--- src/rtl/fedl_pkg.sv ---
// Shared constants, register codes and control types for the feedback echo delay line.
package fedl_pkg;

  localparam int SMP_W     = 32;
  localparam int MAX_DELAY = 65536;
  localparam int ADDR_W    = $clog2(MAX_DELAY);
  localparam int LEN_W     = 17;
  localparam int PCT_W     = 7;
  localparam int CFG_W     = 17;
  localparam int REG_IDX_W = 2;
  localparam int NSTG      = 6;

  localparam logic [REG_IDX_W-1:0] REG_DELAY_LENGTH     = 2'd0;
  localparam logic [REG_IDX_W-1:0] REG_FEEDBACK_PERCENT = 2'd1;
  localparam logic [REG_IDX_W-1:0] REG_ECHO_ENABLE      = 2'd2;

  localparam logic [LEN_W-1:0] DELAY_LENGTH_RST     = 17'd0;
  localparam logic [PCT_W-1:0] FEEDBACK_PERCENT_RST = 7'd33;
  localparam logic             ECHO_ENABLE_RST      = 1'b1;

  localparam logic [LEN_W-1:0] LEN_MAX = LEN_W'(MAX_DELAY);

  // n / 100 = (n * DIV_MAGIC) >> DIV_SHIFT for any 32-bit n
  localparam int DIV_MAGIC_W = 31;
  localparam logic [DIV_MAGIC_W-1:0] DIV_MAGIC = 31'd1374389535;
  localparam int DIV_SHIFT = 37;
  localparam int Q_W       = 25;
  localparam int DIV_PROD_W = SMP_W + DIV_MAGIC_W;

  // x / 100 = (x * SDIV_MAGIC) >> SDIV_SHIFT for x below 43699
  localparam int RP_W       = 14;
  localparam int SDIV_PROD_W = 27;
  localparam logic [SDIV_PROD_W-1:0] SDIV_MAGIC = 27'd5243;
  localparam int SDIV_SHIFT = 19;
  localparam int REM_W      = 7;

  localparam logic [SMP_W-1:0] DIVISOR = 32'd100;

  typedef struct packed {
    logic [NSTG-1:0]   ld;
    logic [ADDR_W-1:0] rd_addr;
    logic              stored0;
    logic              wr_en;
    logic [ADDR_W-1:0] wr_addr;
    logic              bypass;
    logic [PCT_W-1:0]  pct;
    logic              echo_en;
  } fedl_ctl_t;

endpackage

--- src/rtl/fedl_ctrl.sv ---
// Configuration registers, position and fill tracking, pipeline flow and hazard control.
module fedl_ctrl (
  input  logic                             clk,
  input  logic                             rst_n,
  input  logic                             cfg_we,
  input  logic [fedl_pkg::REG_IDX_W-1:0]   cfg_index,
  input  logic [fedl_pkg::CFG_W-1:0]       cfg_data,
  input  logic                             in_valid,
  output logic                             in_ready,
  input  logic                             out_free,
  output logic                             out_ld,
  output fedl_pkg::fedl_ctl_t              ctl
);
  import fedl_pkg::*;

  logic [LEN_W-1:0]  len_r;
  logic [PCT_W-1:0]  pct_r;
  logic              en_r;
  logic [ADDR_W-1:0] pos_r, pos_nxt;
  logic [LEN_W-1:0]  fill_r, fill_nxt;
  logic [NSTG-1:0]   v_r, v_nxt;
  logic [NSTG-1:0]   byp_r;
  logic              stored0_r;
  logic [ADDR_W-1:0] spos_r [NSTG];

  logic [LEN_W-1:0]  len_eff;
  logic [LEN_W-1:0]  pos_inc;
  logic              len0;
  logic              stored;
  logic              hazard;
  logic              accept;
  logic              dup_wr;
  logic [NSTG-1:0]   leave;
  logic [NSTG-1:0]   ld;

  always_ff @(posedge clk) begin
    if (!rst_n) begin
      len_r <= DELAY_LENGTH_RST;
      pct_r <= FEEDBACK_PERCENT_RST;
      en_r  <= ECHO_ENABLE_RST;
    end else if (cfg_we) begin
      unique case (cfg_index)
        REG_DELAY_LENGTH:     len_r <= cfg_data[LEN_W-1:0];
        REG_FEEDBACK_PERCENT: pct_r <= cfg_data[PCT_W-1:0];
        REG_ECHO_ENABLE:      en_r  <= cfg_data[0];
        default: ;
      endcase
    end
  end

  assign len_eff = (len_r > LEN_MAX) ? LEN_MAX : len_r;
  assign len0    = (len_eff == '0);
  assign pos_inc = {1'b0, pos_r} + LEN_W'(1);
  assign stored  = ({1'b0, pos_r} < fill_r);

  always_comb begin
    hazard = 1'b0;
    dup_wr = 1'b0;
    for (int s = 0; s < NSTG; s++) begin
      if (v_r[s] && !byp_r[s] && (spos_r[s] == pos_r)) hazard = 1'b1;
    end
    for (int s = 0; s < NSTG - 1; s++) begin
      if (v_r[s] && !byp_r[s] && (spos_r[s] == spos_r[NSTG-1])) dup_wr = 1'b1;
    end
  end

  always_comb begin
    out_ld = v_r[NSTG-1] && out_free;
    leave[NSTG-1] = out_ld;
    for (int s = NSTG - 2; s >= 0; s--) begin
      leave[s] = v_r[s] && (!v_r[s+1] || leave[s+1]);
    end
  end

  assign in_ready = rst_n && (!v_r[0] || leave[0]) && !(hazard && !len0);
  assign accept   = in_valid && in_ready;

  always_comb begin
    ld[0] = accept;
    for (int s = 1; s < NSTG; s++) begin
      ld[s] = leave[s-1];
    end
    for (int s = 0; s < NSTG; s++) begin
      if (ld[s]) begin
        v_nxt[s] = 1'b1;
      end else if (leave[s]) begin
        v_nxt[s] = 1'b0;
      end else begin
        v_nxt[s] = v_r[s];
      end
    end
  end

  always_comb begin
    pos_nxt  = pos_r;
    fill_nxt = fill_r;
    if (accept && !len0) begin
      pos_nxt = (pos_inc >= len_eff) ? '0 : pos_inc[ADDR_W-1:0];
      if ({1'b0, pos_r} == fill_r) fill_nxt = fill_r + LEN_W'(1);
    end
  end

  always_ff @(posedge clk) begin
    if (!rst_n) begin
      pos_r  <= '0;
      fill_r <= '0;
      v_r    <= '0;
      byp_r  <= '0;
    end else begin
      pos_r  <= pos_nxt;
      fill_r <= fill_nxt;
      v_r    <= v_nxt;
      if (ld[0]) byp_r[0] <= len0;
      for (int s = 1; s < NSTG; s++) begin
        if (ld[s]) byp_r[s] <= byp_r[s-1];
      end
    end
  end

  always_ff @(posedge clk) begin
    if (ld[0]) begin
      spos_r[0] <= pos_r;
      stored0_r <= stored;
    end
    for (int s = 1; s < NSTG; s++) begin
      if (ld[s]) spos_r[s] <= spos_r[s-1];
    end
  end

  assign ctl.ld      = ld;
  assign ctl.rd_addr = pos_r;
  assign ctl.stored0 = stored0_r;
  assign ctl.wr_en   = out_ld && !byp_r[NSTG-1];
  assign ctl.wr_addr = spos_r[NSTG-1];
  assign ctl.bypass  = byp_r[NSTG-1];
  assign ctl.pct     = pct_r;
  assign ctl.echo_en = en_r;

  a_pos_filled: assert property (@(posedge clk) disable iff (!rst_n)
    {1'b0, pos_r} <= fill_r)
    else $error("position ran past the written region");

  a_bypass_holds: assert property (@(posedge clk) disable iff (!rst_n)
    rst_n && accept && len0 |=> $stable(pos_r) && $stable(fill_r))
    else $error("pass-through request moved the position");

  a_write_unique: assert property (@(posedge clk) disable iff (!rst_n)
    ctl.wr_en |-> !dup_wr)
    else $error("another request in flight shares the write address");

  a_accept_no_hazard: assert property (@(posedge clk) disable iff (!rst_n)
    accept && !len0 |-> !hazard)
    else $error("request accepted over a pending write to its address");

endmodule

--- config.mk ---
export PLATFORM = sky130hd
export DESIGN_NAME = fedl_ctrl
export DESIGN_NICKNAME = d
export VERILOG_FILES = /design/src/rtl/fedl_pkg.sv /design/src/rtl/fedl_ctrl.sv
export SDC_FILE = /design/constraint.sdc
export NUM_CORES = 1
export LEC_CHECK = 0
export BUFFER_PORTS_ARGS = -buffer_cell sky130_fd_sc_hd__buf_2
export CAP_MARGIN = 30
export CORE_ASPECT_RATIO = 0.75
export CORE_UTILIZATION = 31
export CTS_CLUSTER_DIAMETER = 40
export DETAILED_ROUTE_END_ITERATION = 8
export GPL_TIMING_DRIVEN = 0
export PLACE_DENSITY = 0.58
export SYNTH_ARGS = -nofsm -noshare
export SYNTH_HDL_FRONTEND = slang
export SYNTH_SLANG_ARGS = --single-unit
--- constraint.sdc ---
create_clock -name clk -period 4.85 [get_ports clk]
set_clock_uncertainty 0.1 [all_clocks]
set_input_delay 0.7275 -clock clk [delete_from_list [all_inputs] [get_ports clk]]
set_output_delay 0.7275 -clock clk [all_outputs]
set_load 0.005 [all_outputs]
# [Word-level counts from Yosys, hierarchy flattened]
# Memory sizes are Yosys's and may differ from the RTL's.
# Cells that the tools add are included.
[classes] order_cmp=3 muxes=32 n_addsub=2 eq_ne=9 n_reduce_logical=56
[ops] operator="$eq 16x16->1" n=6
[ops] operator="$mux 1" n=30
[ops] operator="$logic_and 1x1->1" n=24
[ops] operator="$add 16x1->17 const B" n=1
[ops] operator="$add 17x1->17 const B" n=1
[ops] operator="$eq 16x17->1" n=1
[ops] operator="$ge 17x17->1" n=1
[ops] operator="$gt 17x17->1 const B" n=1
[ops] operator="$logic_not 17->1" n=1
[ops] operator="$lt 16x17->1" n=1
[ops] operator="$mux 17" n=1
[ops] operator="$mux 16" n=1
[ops] operator="$logic_not 1->1" n=14
[ops] operator="$reduce_bool 2->1" n=6
[ops] operator="$reduce_and 2->1" n=4
[ops] operator="$logic_or 1x1->1" n=6
[ops] operator="$eq 2x1->1 const B" n=1
[ops] operator="$eq 2x2->1 const B" n=1
[ops] operator="$logic_not 2->1" n=1
[totals] output_inout_bits=51 mem_count=1 reg_bits=71 ram_bits=96 wordCells=121 input_bits=24
[memory_table] memory="spos_r" words=6 width=16 read_ports=6 rd_clocked_by_memory_dff=0 write_ports=6 line_no="fedl_ctrl.sv:24" source="logic [ADDR_W-1:0] spos_r [NSTG];"

# [Longest topological paths before layout]
# Gate-level depths: netlist of run 1.
[depth] ltp_word=17 ltp_mapped=14 depth_no_buf=14

# [Worst setup path after synthesis of run 1]
# No wires, ideal clock.
[synth_path] kind="register -> output" from="reg pos_r[3]" to="out ctl[43] in the netlist's numbering" n_path_buf=3 stages_incl_launch_ff=10 slack_ps=1040 arrival_ps=2983 t_required_ps=4023 path_cell_list="dfxtp_1 -> buf_4 -> xor2_1 -> nor4b_1 -> a22oi_2 -> and2_4 -> buf_6 -> a21oi_1 -> nor3_1 -> buf_4"
[synth_via] elab_chain_cells=12 elab_cells_between_ends=22 cone_classes="6 x eq/ne; 6 x mux; 10 x reduce/logical"
[synth_rtl] element="from (decl)" line_no="fedl_ctrl.sv:19" source="logic [ADDR_W-1:0] pos_r, pos_nxt;"
[synth_rtl] element="from (signal assigned)" line_no="fedl_ctrl.sv:110" source="pos_r <= pos_nxt;"
[synth_rtl] element="$eq 16x16->1" line_no="fedl_ctrl.sv:60" source="if (v_r[s] && !byp_r[s] && (spos_r[s] == pos_r)) hazard = 1'b1;"
[synth_rtl] element="$logic_and 1x1->1" line_no="fedl_ctrl.sv:60"
[synth_rtl] element="$mux 1 (5 in series)" line_no="fedl_ctrl.sv:60"
[synth_rtl] element="$mux 1 *" line_no="fedl_ctrl.sv:60"
[synth_rtl] element="$logic_and 1x1->1 *" line_no="fedl_ctrl.sv:75" source="assign in_ready = rst_n && (!v_r[0] || leave[0]) && !(hazard && !len0);"
[synth_rtl] element="$logic_not 1->1 *" line_no="fedl_ctrl.sv:75"
[synth_rtl] element="$logic_and 1x1->1 *" line_no="fedl_ctrl.sv:75"
[synth_rtl] element="$logic_and 1x1->1 *" line_no="fedl_ctrl.sv:76" source="assign accept = in_valid && in_ready;"
[synth_rtl] element="to (decl)" line_no="fedl_ctrl.sv:12" source="output fedl_pkg::fedl_ctl_t ctl"
# Mark *: on every way between the ends. The rest lies on a longest branch, timed or not.

# [Worst setup path in the final report of run 1]
[layout_path] from="reg pos_r[7]" to="reg pos_r[6]"
[layout_via] elab_chain_cells=13 elab_cells_between_ends=26 cone_classes="1 x add/sub; 1 x order compare; 6 x eq/ne; 7 x mux; 11 x reduce/logical"
[layout_rtl] element="parallel branches: the longest is 13 deep, another holds $add 16x1->17"
# Several ways; the timed one is not identified.
# A chain may end at the register's enable or synchronous reset.

==> results.md, run 1 <==
Pwr
• 3.05 mW — Tot Pwr
• 0.436 — clock network power share
• 0.056 — share of power burned in combinational logic
• 0.251 mV — Max rail drop VDD
• 0.232 — switching part of the total
• 3.68 nW — static leakage
• 0.708 mW — Switching Power
• 0.508 — fraction of power consumed by sequential logic
• 2.35 mW — cell-internal power
• 316 nW/um^2 — power per standard cell area

Route
• 5859 — via total after detailed routing
• 22000 um — wire length reported by the detailed router
• 0 — Final ANT Viol Nets
• 590 — detailed router's first-iteration violation count
• 7 — number of optimization iterations in the first detailed-route pass
• 18.7 um — average wire length per cell after detail routing
• 0 — DRC viols
• 4.99 — detailed-route vias per instance

Setup path
• 0.47 ns — setup slack on the worst flop-to-flop path
• pos_r[7] — Reg2Reg Launch Point
• flop — startpoint class of the critical path
• flop — CP endpoint kind
• 5.12 ns — CP Data Required Time
• pos_r[6] — capturing point of the worst reg2reg path
• 13 — cell depth of the worst flop-to-flop path
• buf_4, nand4_1, nor3_1, nand3_1, xnor2_1, ha_1, a21oi_1, o21ai_0, a2111oi_0, a21oi_1, nor4_4, buf_4, a32o_2 — critical-path cell list
• 4.65 ns — arrival time of the worst setup path
• 0.59 ns — largest stage delay on the critical path
• 10 — crit path max fanout
• sky130_fd_sc_hd__dfxtp_1 — slowest library cell on the worst path
• flop to flop — Worst Path Class, Setup

Logic synthesis
• 60 — Yosys cell types
• sky130_fd_sc_hd__edfxtp_1, sky130_fd_sc_hd__dfxtp_1, sky130_fd_sc_hd__xnor2_1, sky130_fd_sc_hd__ha_1, sky130_fd_sc_hd__nand2_1 — top post-synthesis cells by area
• 0.355 — area share of the leading cell type in the synthesized netlist
• 0 — Synth warnings
• 721 — Synth Instances
• 0 — proportion of synthesized flip-flops having asynchronous set or reset
• 8210 um^2 — post-synth design cell area
• 167 — Synth Register Bits
• 780 — Net Count, Synth
• sky130_fd_sc_hd__edfxtp_1 — most instantiated flip-flop cell in the synthesis netlist
• sky130_fd_sc_hd__edfxtp_1 — cell accounting for the most synthesized area
• 97 — Post-synth EDFFs
• 0.525 — sequential-to-total area share from yosys stat
• 11.4 um^2 — mean post-synth cell area

Timing
• 0.361 ns — hold slack
• false — setup repair after global routing missed its margin
• 0 — endpoints failing hold
• 0.228 GHz — Achievable Freq
• 1.02 ns — slew of the pin with the lowest slew margin
• 0 — fin. max-slew vios
• 0.315 — normalized max-slew margin
• 0.903 — Final period util
• 4.38 ns — final period demand of the worst path
• 0 — Final setup violation count

Global route
• 0.165 — global-route total usage across every layer
• 0 — overflow left after global routing
• 5302 — number of global-route vias before repair
• 19 — maximum number of pins on one net before global-route repair
• 32900 um — wire length of the first global-routing pass
• 0 — initial antenna violation count

Min path
• 2 — hold path depth
• fill_r[12] — hold wc startpoint
• flop to flop — Hold Crit Class
• fill_r[12] — endpoint of the worst hold-timing path

Clock network
• 17 — cts bufs inserted
• 2 — number of buffers between clock root and the deepest sink
• sky130_fd_sc_hd__clkbuf_16 — Root Buffer Master
• 0.07 ns — Reg clk slew, reported paths
• 0 — CTS hold repair buffers
• 0.43 ns — Skew-Pair Late Insertion Delay
• 167 — clk sink count
• 4 — level count of the clock H-tree
• yes — clock tree from TritonCTS

Floorplanning
• 190 um — chip width
• 27100 um^2 — overall die area
• 51 — number of placement rows
• 26000 um^2 — core area
• 0.316 — starting density of the core
• 75 — number of top-level design ports
• 143 um — vertical die dimension

Final layout
• 0 — n_diodes
• 17.7% — area grow syn2layout
• 877 — fin nets
• 0.200 — proportion of layout cells with a drive suffix above 1
• sky130_fd_sc_hd__edfxtp_1 — most frequent standard cell in the layout excluding fill and tap cells
• sky130_fd_sc_hd__edfxtp_1, sky130_fd_sc_hd__nand2_1, sky130_fd_sc_hd__buf_2, sky130_fd_sc_hd__xnor2_1, sky130_fd_sc_hd__dfxtp_1 — highest-count cells in the layout ignoring fill and taps

Placement
• 73 — input/output buffers
• 16700 um — post-DP HPWL
• 0.839 — routability cong.

Status
• finished clean — status

Flow run
• 0 — max-cap violations

==> what timing repair did <==
item	in CTS	in global routing
endpoints found under the setup margin	0	10
resized for setup	0	1
buffers inserted	0	0
==> cell type report <==
| type | count | area, um^2 |
|---|---|---|
| multi-input cells | 493 | 3550 |
| plain buffers | 39 | 288 |
| inverters | 22 | 82.6 |
| clock buffers | 18 | 429 |
| flip-flops and latches | 167 | 4320 |
| clock inverters | 13 | 133 |
| repair buffers | 78 | 437 |
| well taps | 344 | 430 |
| fillers | 2589 | 16300 |
==> power by group through the flow <==
stage          logic [mW]  registers (mW)  clock network [mW]
2_1_floorplan       0.111            1.57                   0
3_3_place_gp        0.164            1.58                   0
3_5_place_dp        0.170            1.58                   0
4_1_cts             0.171            1.55                1.36
5_1_grt             0.189            1.55                1.41
6_report            0.171            1.55                1.33
==> cell usage after synthesis, drive strengths merged, types with 2 or more instances <==
master and n:
a21bo 2, a21o 4, a21oi 34, a22oi 2, a32o 12, and2 5, and3 5, and4 4
buf 27, clkbuf 12, dfxtp 70, edfxtp 97, ha 35, inv 22, mux2i 19, nand2 87
nand3 19, nand3b 2, nand4 24, nand4b 2, nor2 36, nor2b 12, nor3 17, nor4 12
nor4b 4, o211ai 4, o21a 5, o21ai 6, o22ai 2, o311ai 6, o31ai 2, o41ai 6
or2 3, or4 4, xnor2 72, xor2 37
==> sequential cells by signal (all words and copies together) (netlist names) <==
| name | flops |
|---|---|
| byp_r | 6 |
| en_r | 1 |
| fill_r | 17 |
| len_r | 17 |
| pct_r | 7 |
| pos_r | 16 |
| spos_r | 96 |
| stored0_r | 1 |
| v_r | 6 |
==> stage by stage <==
stage          instances   util  setup WS [ns]  area (um^2)  TNS [ns]
5_1_grt             1174  0.372          0.123         9660         0
2_1_floorplan        721      -           1.04         8210         0
3_3_place_gp        1138  0.347         -0.597         9010    -0.597
6_report            1174  0.372          0.468         9660         0
4_1_cts             1173  0.371          0.318         9640         0
3_5_place_dp        1142  0.350          0.485         9080         0
==> worst max path at each step <==
| stage | end | start |
|---|---|---|
| 2_1_floorplan | ctl[43] | pos_r[3] |
| 3_3_place_gp | ctl[43] | pos_r[3] |
| 3_5_place_dp | pos_r[4] | pos_r[3] |
| 4_1_cts | ctl[43] | pos_r[3] |
| 5_1_grt | pos_r[6] | pos_r[7] |
| 6_report | pos_r[6] | pos_r[7] |
==> worst max-delay path: cells and delay by family, from the launching register on <==
| kind | cells | cell delay, ns |
|---|---|---|
| fa+ha+maj | 1 | 0.29 |
| flops | 1 | 0.59 |
| buf+inv | 2 | 0.57 |
| xor+xnor | 1 | 0.24 |
| simple gates | 4 | 1.27 |
| compound gates | 5 | 1.25 |
==> kinds of logic (layout without fill, tap and decap cells) <==
group	count (synthesis)	in the layout	share of synthesized area
flops	167	167	0.525
mux	19	19	0.0232
fa+ha+maj	35	35	0.0533
compound gates	91	91	0.0856
simple gates	239	239	0.150
xor+xnor	109	109	0.117
buf+inv	61	170	0.0451
==> per-layer routing <==
metal,GRT usage,share of wire,vias to the layer above
met5,0,0,-
met4,0.0433,0.0097,0
met3,0.0292,0.060,13
met2,0.220,0.40,179
met1,0.264,0.53,2876
li1,-,-,2791
(Power assumes the default switching activity.)
==> run 2, diff against run 1 <==
--- a/config.mk
+++ b/config.mk
@@ -12,6 +12,7 @@
 export CTS_CLUSTER_DIAMETER = 40
 export DETAILED_ROUTE_END_ITERATION = 8
 export GPL_TIMING_DRIVEN = 0
+export MAX_ROUTING_LAYER = met4
 export PLACE_DENSITY = 0.58
 export SYNTH_ARGS = -nofsm -noshare
 export SYNTH_HDL_FRONTEND = slang
==> results.md, run 2 (synthesis gave the netlist of run 1 again) <==
Placement
• 0.852 — routability cong.
• 16700 um — post-DP HPWL
• 73 — input/output buffers

Final layout
• sky130_fd_sc_hd__edfxtp_1 — most frequent standard cell in the layout excluding fill and tap cells
• spos_r — register with the most flip-flops
• 17.7% — area grow syn2layout
• 877 — fin nets
• 0.372 — final core area utilization
• 0.200 — proportion of layout cells with a drive suffix above 1
• 96 — flip-flop count of the largest register after layout
• 0 — n_diodes
• spos_r (96), fill_r (17), len_r (17) — Top Registers
• sky130_fd_sc_hd__edfxtp_1, sky130_fd_sc_hd__nand2_1, sky130_fd_sc_hd__buf_2, sky130_fd_sc_hd__xnor2_1, sky130_fd_sc_hd__dfxtp_1 — highest-count cells in the layout ignoring fill and taps

Clock network
• 0.07 ns — Reg clk slew, reported paths
• 17 — cts bufs inserted
• 4 — level count of the clock H-tree
• 2 — number of buffers between clock root and the deepest sink
• sky130_fd_sc_hd__clkbuf_16 — Root Buffer Master
• 167 — clk sink count
• 0 — postcts setup bufs
• yes — clock tree from TritonCTS
• 0 — CTS hold repair buffers
• 0.43 ns — Skew-Pair Late Insertion Delay

Route
• 5777 — via total after detailed routing
• 21900 um — wire length reported by the detailed router
• 0 — DRC viols
• 4.92 — detailed-route vias per instance
• 589 — detailed router's first-iteration violation count
• 5 — number of optimization iterations in the first detailed-route pass
• 0 — Final ANT Viol Nets
• 18.7 um — average wire length per cell after detail routing

Global route
• 0 — overflow left after global routing
• 5308 — number of global-route vias before repair
• 32900 um — wire length of the first global-routing pass
• 0 — initial antenna violation count
• 0.170 — global-route total usage across every layer
• 19 — maximum number of pins on one net before global-route repair

Setup path
• primary output — CP endpoint kind
• 3.52 ns — arrival time of the worst setup path
• flop — startpoint class of the critical path
• 4.02 ns — CP Data Required Time
• flop to primary output — Worst Path Class, Setup
• 12 — crit path max fanout

Pwr
• 316 nW/um^2 — power per standard cell area
• 0.253 mV — Max rail drop VDD
• 0.056 — share of power burned in combinational logic
• 3.05 mW — Tot Pwr
• 0.707 mW — Switching Power
• 3.68 nW — static leakage
• 0.508 — fraction of power consumed by sequential logic
• 0.436 — clock network power share
• 0.232 — switching part of the total
• 2.35 mW — cell-internal power

Timing
• 0.361 ns — hold slack
• 0.230 GHz — Achievable Freq
• 0 — Final setup violation count
• 0.897 — Final period util
• 0 — fin. max-slew vios
• false — setup repair after global routing missed its margin
• 1.01 ns — slew of the pin with the lowest slew margin
• 0 — endpoints failing hold
• 0.327 — normalized max-slew margin
• 0 ns — sum of negative setup slack
• 4.35 ns — final period demand of the worst path

Floorplanning
• 75 — number of top-level design ports
• 0.316 — starting density of the core
• 190 um — chip width
• 143 um — vertical die dimension
• 26000 um^2 — core area
• 27100 um^2 — overall die area
• 51 — number of placement rows

Min path
• flop to flop — Hold Crit Class

Flow run
• 0 — max-cap violations

Status
• finished clean — status

==> run 2: cell counts in the layout (fill, tap and decap cells not counted) <==
Identical to the previous run, type by type.
==> run 2: area by class of cell <==
| class | count | area (um^2) |
|---|---|---|
| Inverter | 22 | 82.6 |
| Clock buffer | 18 | 429 |
| Timing Repair Buffer | 78 | 437 |
| Clock inverter | 13 | 133 |
| Buffer | 39 | 288 |
| Sequential cell | 167 | 4320 |
| Multi-Input combinational cell | 493 | 3550 |
| Fill cell | 2589 | 16300 |
| Tap cell | 344 | 430 |
==> run 2: repair_timing <==
action                     4_1_cts  5_1_grt
hold endpoints to repair         0        0
setup endpoints to repair        0       10
gates resized for setup          0        1
==> run 2: critical path: stages, from the launching register on <==
cell,delay [ns]
sky130_fd_sc_hd__dfxtp_1,0.59
sky130_fd_sc_hd__buf_4,0.30
sky130_fd_sc_hd__xnor2_1,0.14
sky130_fd_sc_hd__nand4_1,0.22
sky130_fd_sc_hd__nor3_1,0.40
sky130_fd_sc_hd__a22oi_2,0.16
sky130_fd_sc_hd__and2_4,0.20
sky130_fd_sc_hd__buf_6,0.14
sky130_fd_sc_hd__a21oi_1,0.28
sky130_fd_sc_hd__nor3_2,0.19
sky130_fd_sc_hd__buf_6,0.22
sky130_fd_sc_hd__buf_4,0.13
sky130_fd_sc_hd__buf_2,0.11
==> run 2: worst paths after layout <==
path	startpoint	endpoint	slack (ns)	cells after the start
worst max-delay path	pos_r[7]	ctl[43]	0.50	12
worst min register to register	fill_r[12]	fill_r[12]	0.36	2
worst min-delay path	fill_r[12]	fill_r[12]	0.36	2
worst max register to register	pos_r[7]	pos_r[6]	0.51	13
==> run 2: metrics by stage <==
stage	setup WS [ns]	cells	area, um^2
6_report	0.498	1174	9660
5_1_grt	0.123	1174	9660
4_1_cts	0.318	1173	9640
3_5_place_dp	0.485	1142	9080
3_3_place_gp	-0.597	1138	9010
2_1_floorplan	1.04	721	8210
==> run 2: power groups by stage <==
| stage | Combinational [mW] | Sequential (mW) | Clock, mW |
|---|---|---|---|
| 2_1_floorplan | 0.111 | 1.57 | 0 |
| 3_3_place_gp | 0.164 | 1.58 | 0 |
| 3_5_place_dp | 0.170 | 1.58 | 0 |
| 4_1_cts | 0.171 | 1.55 | 1.36 |
| 5_1_grt | 0.189 | 1.55 | 1.41 |
| 6_report | 0.171 | 1.55 | 1.33 |
==> run 2: metal layers <==
layer  vias to the layer above  global-route usage  share of wire
met3                        15              0.0292          0.047
met1                      2838               0.263           0.54
met4                         0              0.0433          0.010
li1                       2784                   -              -
met2                       140               0.220           0.40
met5                         -                   -              0
==> run 3, diff against run 2 <==
--- a/config.mk
+++ b/config.mk
@@ -5,9 +5,11 @@
 export SDC_FILE = /design/constraint.sdc
 export NUM_CORES = 1
 export LEC_CHECK = 0
+export ABC_CLOCK_PERIOD_IN_PS = 4850
 export BUFFER_PORTS_ARGS = -buffer_cell sky130_fd_sc_hd__buf_2
 export CAP_MARGIN = 30
 export CORE_ASPECT_RATIO = 0.75
+export CORE_MARGIN = 2
 export CORE_UTILIZATION = 31
 export CTS_CLUSTER_DIAMETER = 40
 export DETAILED_ROUTE_END_ITERATION = 8
==> results.md, run 3 (synthesis gave the netlist of run 1 again) <==
Status
• finished clean — status

Global route
• 33300 um — wire length of the first global-routing pass
• 0.165 — global-route total usage across every layer
• 0 — overflow left after global routing
• 5456 — number of global-route vias before repair
• 0.255 — met1 demand-to-capacity share in global routing
• 19 — maximum number of pins on one net before global-route repair
• 0.210 — met2 capacity usage during global routing
• 0 — initial antenna violation count
• met1 — global routing's busiest layer
• 0.0479 — met3 global-route usage

Timing
• 0.327 — normalized max-slew margin
• 0.930 — Final period util
• false — setup repair after global routing missed its margin
• 4.51 ns — final period demand of the worst path
• 0 — Final setup violation count
• 0 — endpoints failing hold
• 0.222 GHz — Achievable Freq
• 1.00 ns — slew of the pin with the lowest slew margin
• 0 — fin. max-slew vios

Route
• 18.8 um — average wire length per cell after detail routing
• 7 — number of optimization iterations in the first detailed-route pass
• 22000 um — wire length reported by the detailed router
• 560 — detailed router's first-iteration violation count
• 0 — Final ANT Viol Nets
• 4.93 — detailed-route vias per instance
• 5791 — via total after detailed routing
• 0 — DRC viols

Setup path
• flop — startpoint class of the critical path
• flop — CP endpoint kind
• 5.12 ns — CP Data Required Time
• 10 — crit path max fanout
• sky130_fd_sc_hd__dfxtp_1 — slowest library cell on the worst path
• buf_4, nand3_1, nor3_1, nand3_1, xnor2_1, ha_1, a21oi_1, o21ai_0, a2111oi_0, a21oi_1, nor4_4, buf_4, a32o_2 — critical-path cell list
• 2 — Buf/Inv on CP
• 0.67 ns — largest stage delay on the critical path
• simple AND/OR/NAND/NOR gates — kind of cell adding the most delay to the critical path
• 4.78 ns — arrival time of the worst setup path
• flop to flop — Worst Path Class, Setup

Final layout
• 96 — flip-flop count of the largest register after layout
• spos_r — register with the most flip-flops
• 17.7% — area grow syn2layout
• spos_r (96), fill_r (17), len_r (17) — Top Registers
• 0.206 — proportion of layout cells with a drive suffix above 1
• 877 — fin nets
• sky130_fd_sc_hd__edfxtp_1 — most frequent standard cell in the layout excluding fill and tap cells
• sky130_fd_sc_hd__edfxtp_1, sky130_fd_sc_hd__nand2_1, sky130_fd_sc_hd__buf_2, sky130_fd_sc_hd__xnor2_1, sky130_fd_sc_hd__dfxtp_1 — highest-count cells in the layout ignoring fill and taps
• 9670 um^2 — Post-Layout Inst Area
• 0 — n_diodes

Pwr
• 3.06 mW — Tot Pwr
• 3.69 nW — static leakage
• 0.239 mV — Max rail drop VDD
• 316 nW/um^2 — power per standard cell area

Flow run
• 0 — max-cap violations

Floorplanning
• 75 — number of top-level design ports
• 26000 um^2 — core area
• 0.316 — starting density of the core
• 27800 um^2 — overall die area
• 51 — number of placement rows
• 145 um — vertical die dimension
• 192 um — chip width

Placement
• 9070 um^2 — post-detailed-placement cell area
• 16800 um — post-DP HPWL
• 0.853 — routability cong.
• 73 — input/output buffers

Clock network
• 0.43 ns — Skew-Pair Late Insertion Delay
• 0 — total of cells resized after clock tree synthesis
• 17 — cts bufs inserted
• yes — clock tree from TritonCTS
• 0 — CTS hold repair buffers
• sky130_fd_sc_hd__clkbuf_16 — Root Buffer Master
• 0 — postcts setup bufs
• 4 — level count of the clock H-tree
• 0.07 ns — Reg clk slew, reported paths
• 167 — clk sink count
• 2 — number of buffers between clock root and the deepest sink

Min path
• flop to flop — Hold Crit Class

## run 3: cell types whose count changed in the layout (fill, tap and decap cells not counted), moves of 2 or more
cell | before | now
sky130_fd_sc_hd__inv_6 | 1 | 5
sky130_fd_sc_hd__clkinv_2 | 0 | 2
sky130_fd_sc_hd__clkinv_1 | 4 | 0
sky130_fd_sc_hd__clkinvlp_4 | 3 | 1
## run 3: cell type report
| class | count | area, um^2 |
|---|---|---|
| Sequential cell | 167 | 4310 |
| Buffer | 39 | 288 |
| Fill cell | 2538 | 16300 |
| Multi-Input combinational cell | 493 | 3550 |
| Clock inverter | 15 | 143 |
| Tap cell | 344 | 430 |
| Inverter | 22 | 82.6 |
| Clock buffer | 17 | 425 |
| Timing Repair Buffer | 78 | 437 |
## run 3: worst register-to-register path, cell delays in order (launching register included)
cell and delay (ns):
sky130_fd_sc_hd__dfxtp_1 0.67, sky130_fd_sc_hd__buf_4 0.30, sky130_fd_sc_hd__nand3_1 0.15, sky130_fd_sc_hd__nor3_1 0.48, sky130_fd_sc_hd__nand3_1 0.17, sky130_fd_sc_hd__xnor2_1 0.24
sky130_fd_sc_hd__ha_1 0.30, sky130_fd_sc_hd__a21oi_1 0.15, sky130_fd_sc_hd__o21ai_0 0.16, sky130_fd_sc_hd__a2111oi_0 0.51, sky130_fd_sc_hd__a21oi_1 0.23, sky130_fd_sc_hd__nor4_4 0.53
sky130_fd_sc_hd__buf_4 0.28, sky130_fd_sc_hd__a32o_2 0.19
## run 3: routing by layer
metal | up-vias | share of wire
met3 | 14 | 0.070
li1 | 2792 | -
met1 | 2804 | 0.52
met4 | 0 | 0.0091
met2 | 181 | 0.40
met5 | - | 0
## run 3: final timing paths
path,cells after the start,from,to,slack (ns)
worst max register to register,13,pos_r[3],pos_r[6],0.34
worst max-delay path,13,pos_r[3],pos_r[6],0.34
worst min register to register,2,fill_r[12],fill_r[12],0.36
worst min-delay path,2,fill_r[12],fill_r[12],0.36
## run 3: report_power, final
part / switching [mW] / leakage [nW] / internal [mW]
Combinational: 0.102 / 1.96 / 0.0686
Sequential: 0.0252 / 1.45 / 1.53
Clock: 0.615 / 0.277 / 0.719
Total: 0.743 / 3.69 / 2.31
## run 3: per-stage QoR
step                TNS (ns)  worst slack [ns]  hold slack, ns  utilization  cells
floorplan                  0              1.04           0.335            -    721
global placement      -0.575            -0.575           0.346        0.347   1138
detailed placement         0             0.586           0.351        0.349   1141
CTS                        0             0.422           0.360        0.371   1173
global route               0             0.100           0.384        0.372   1175
finish                     0             0.338           0.361        0.372   1175
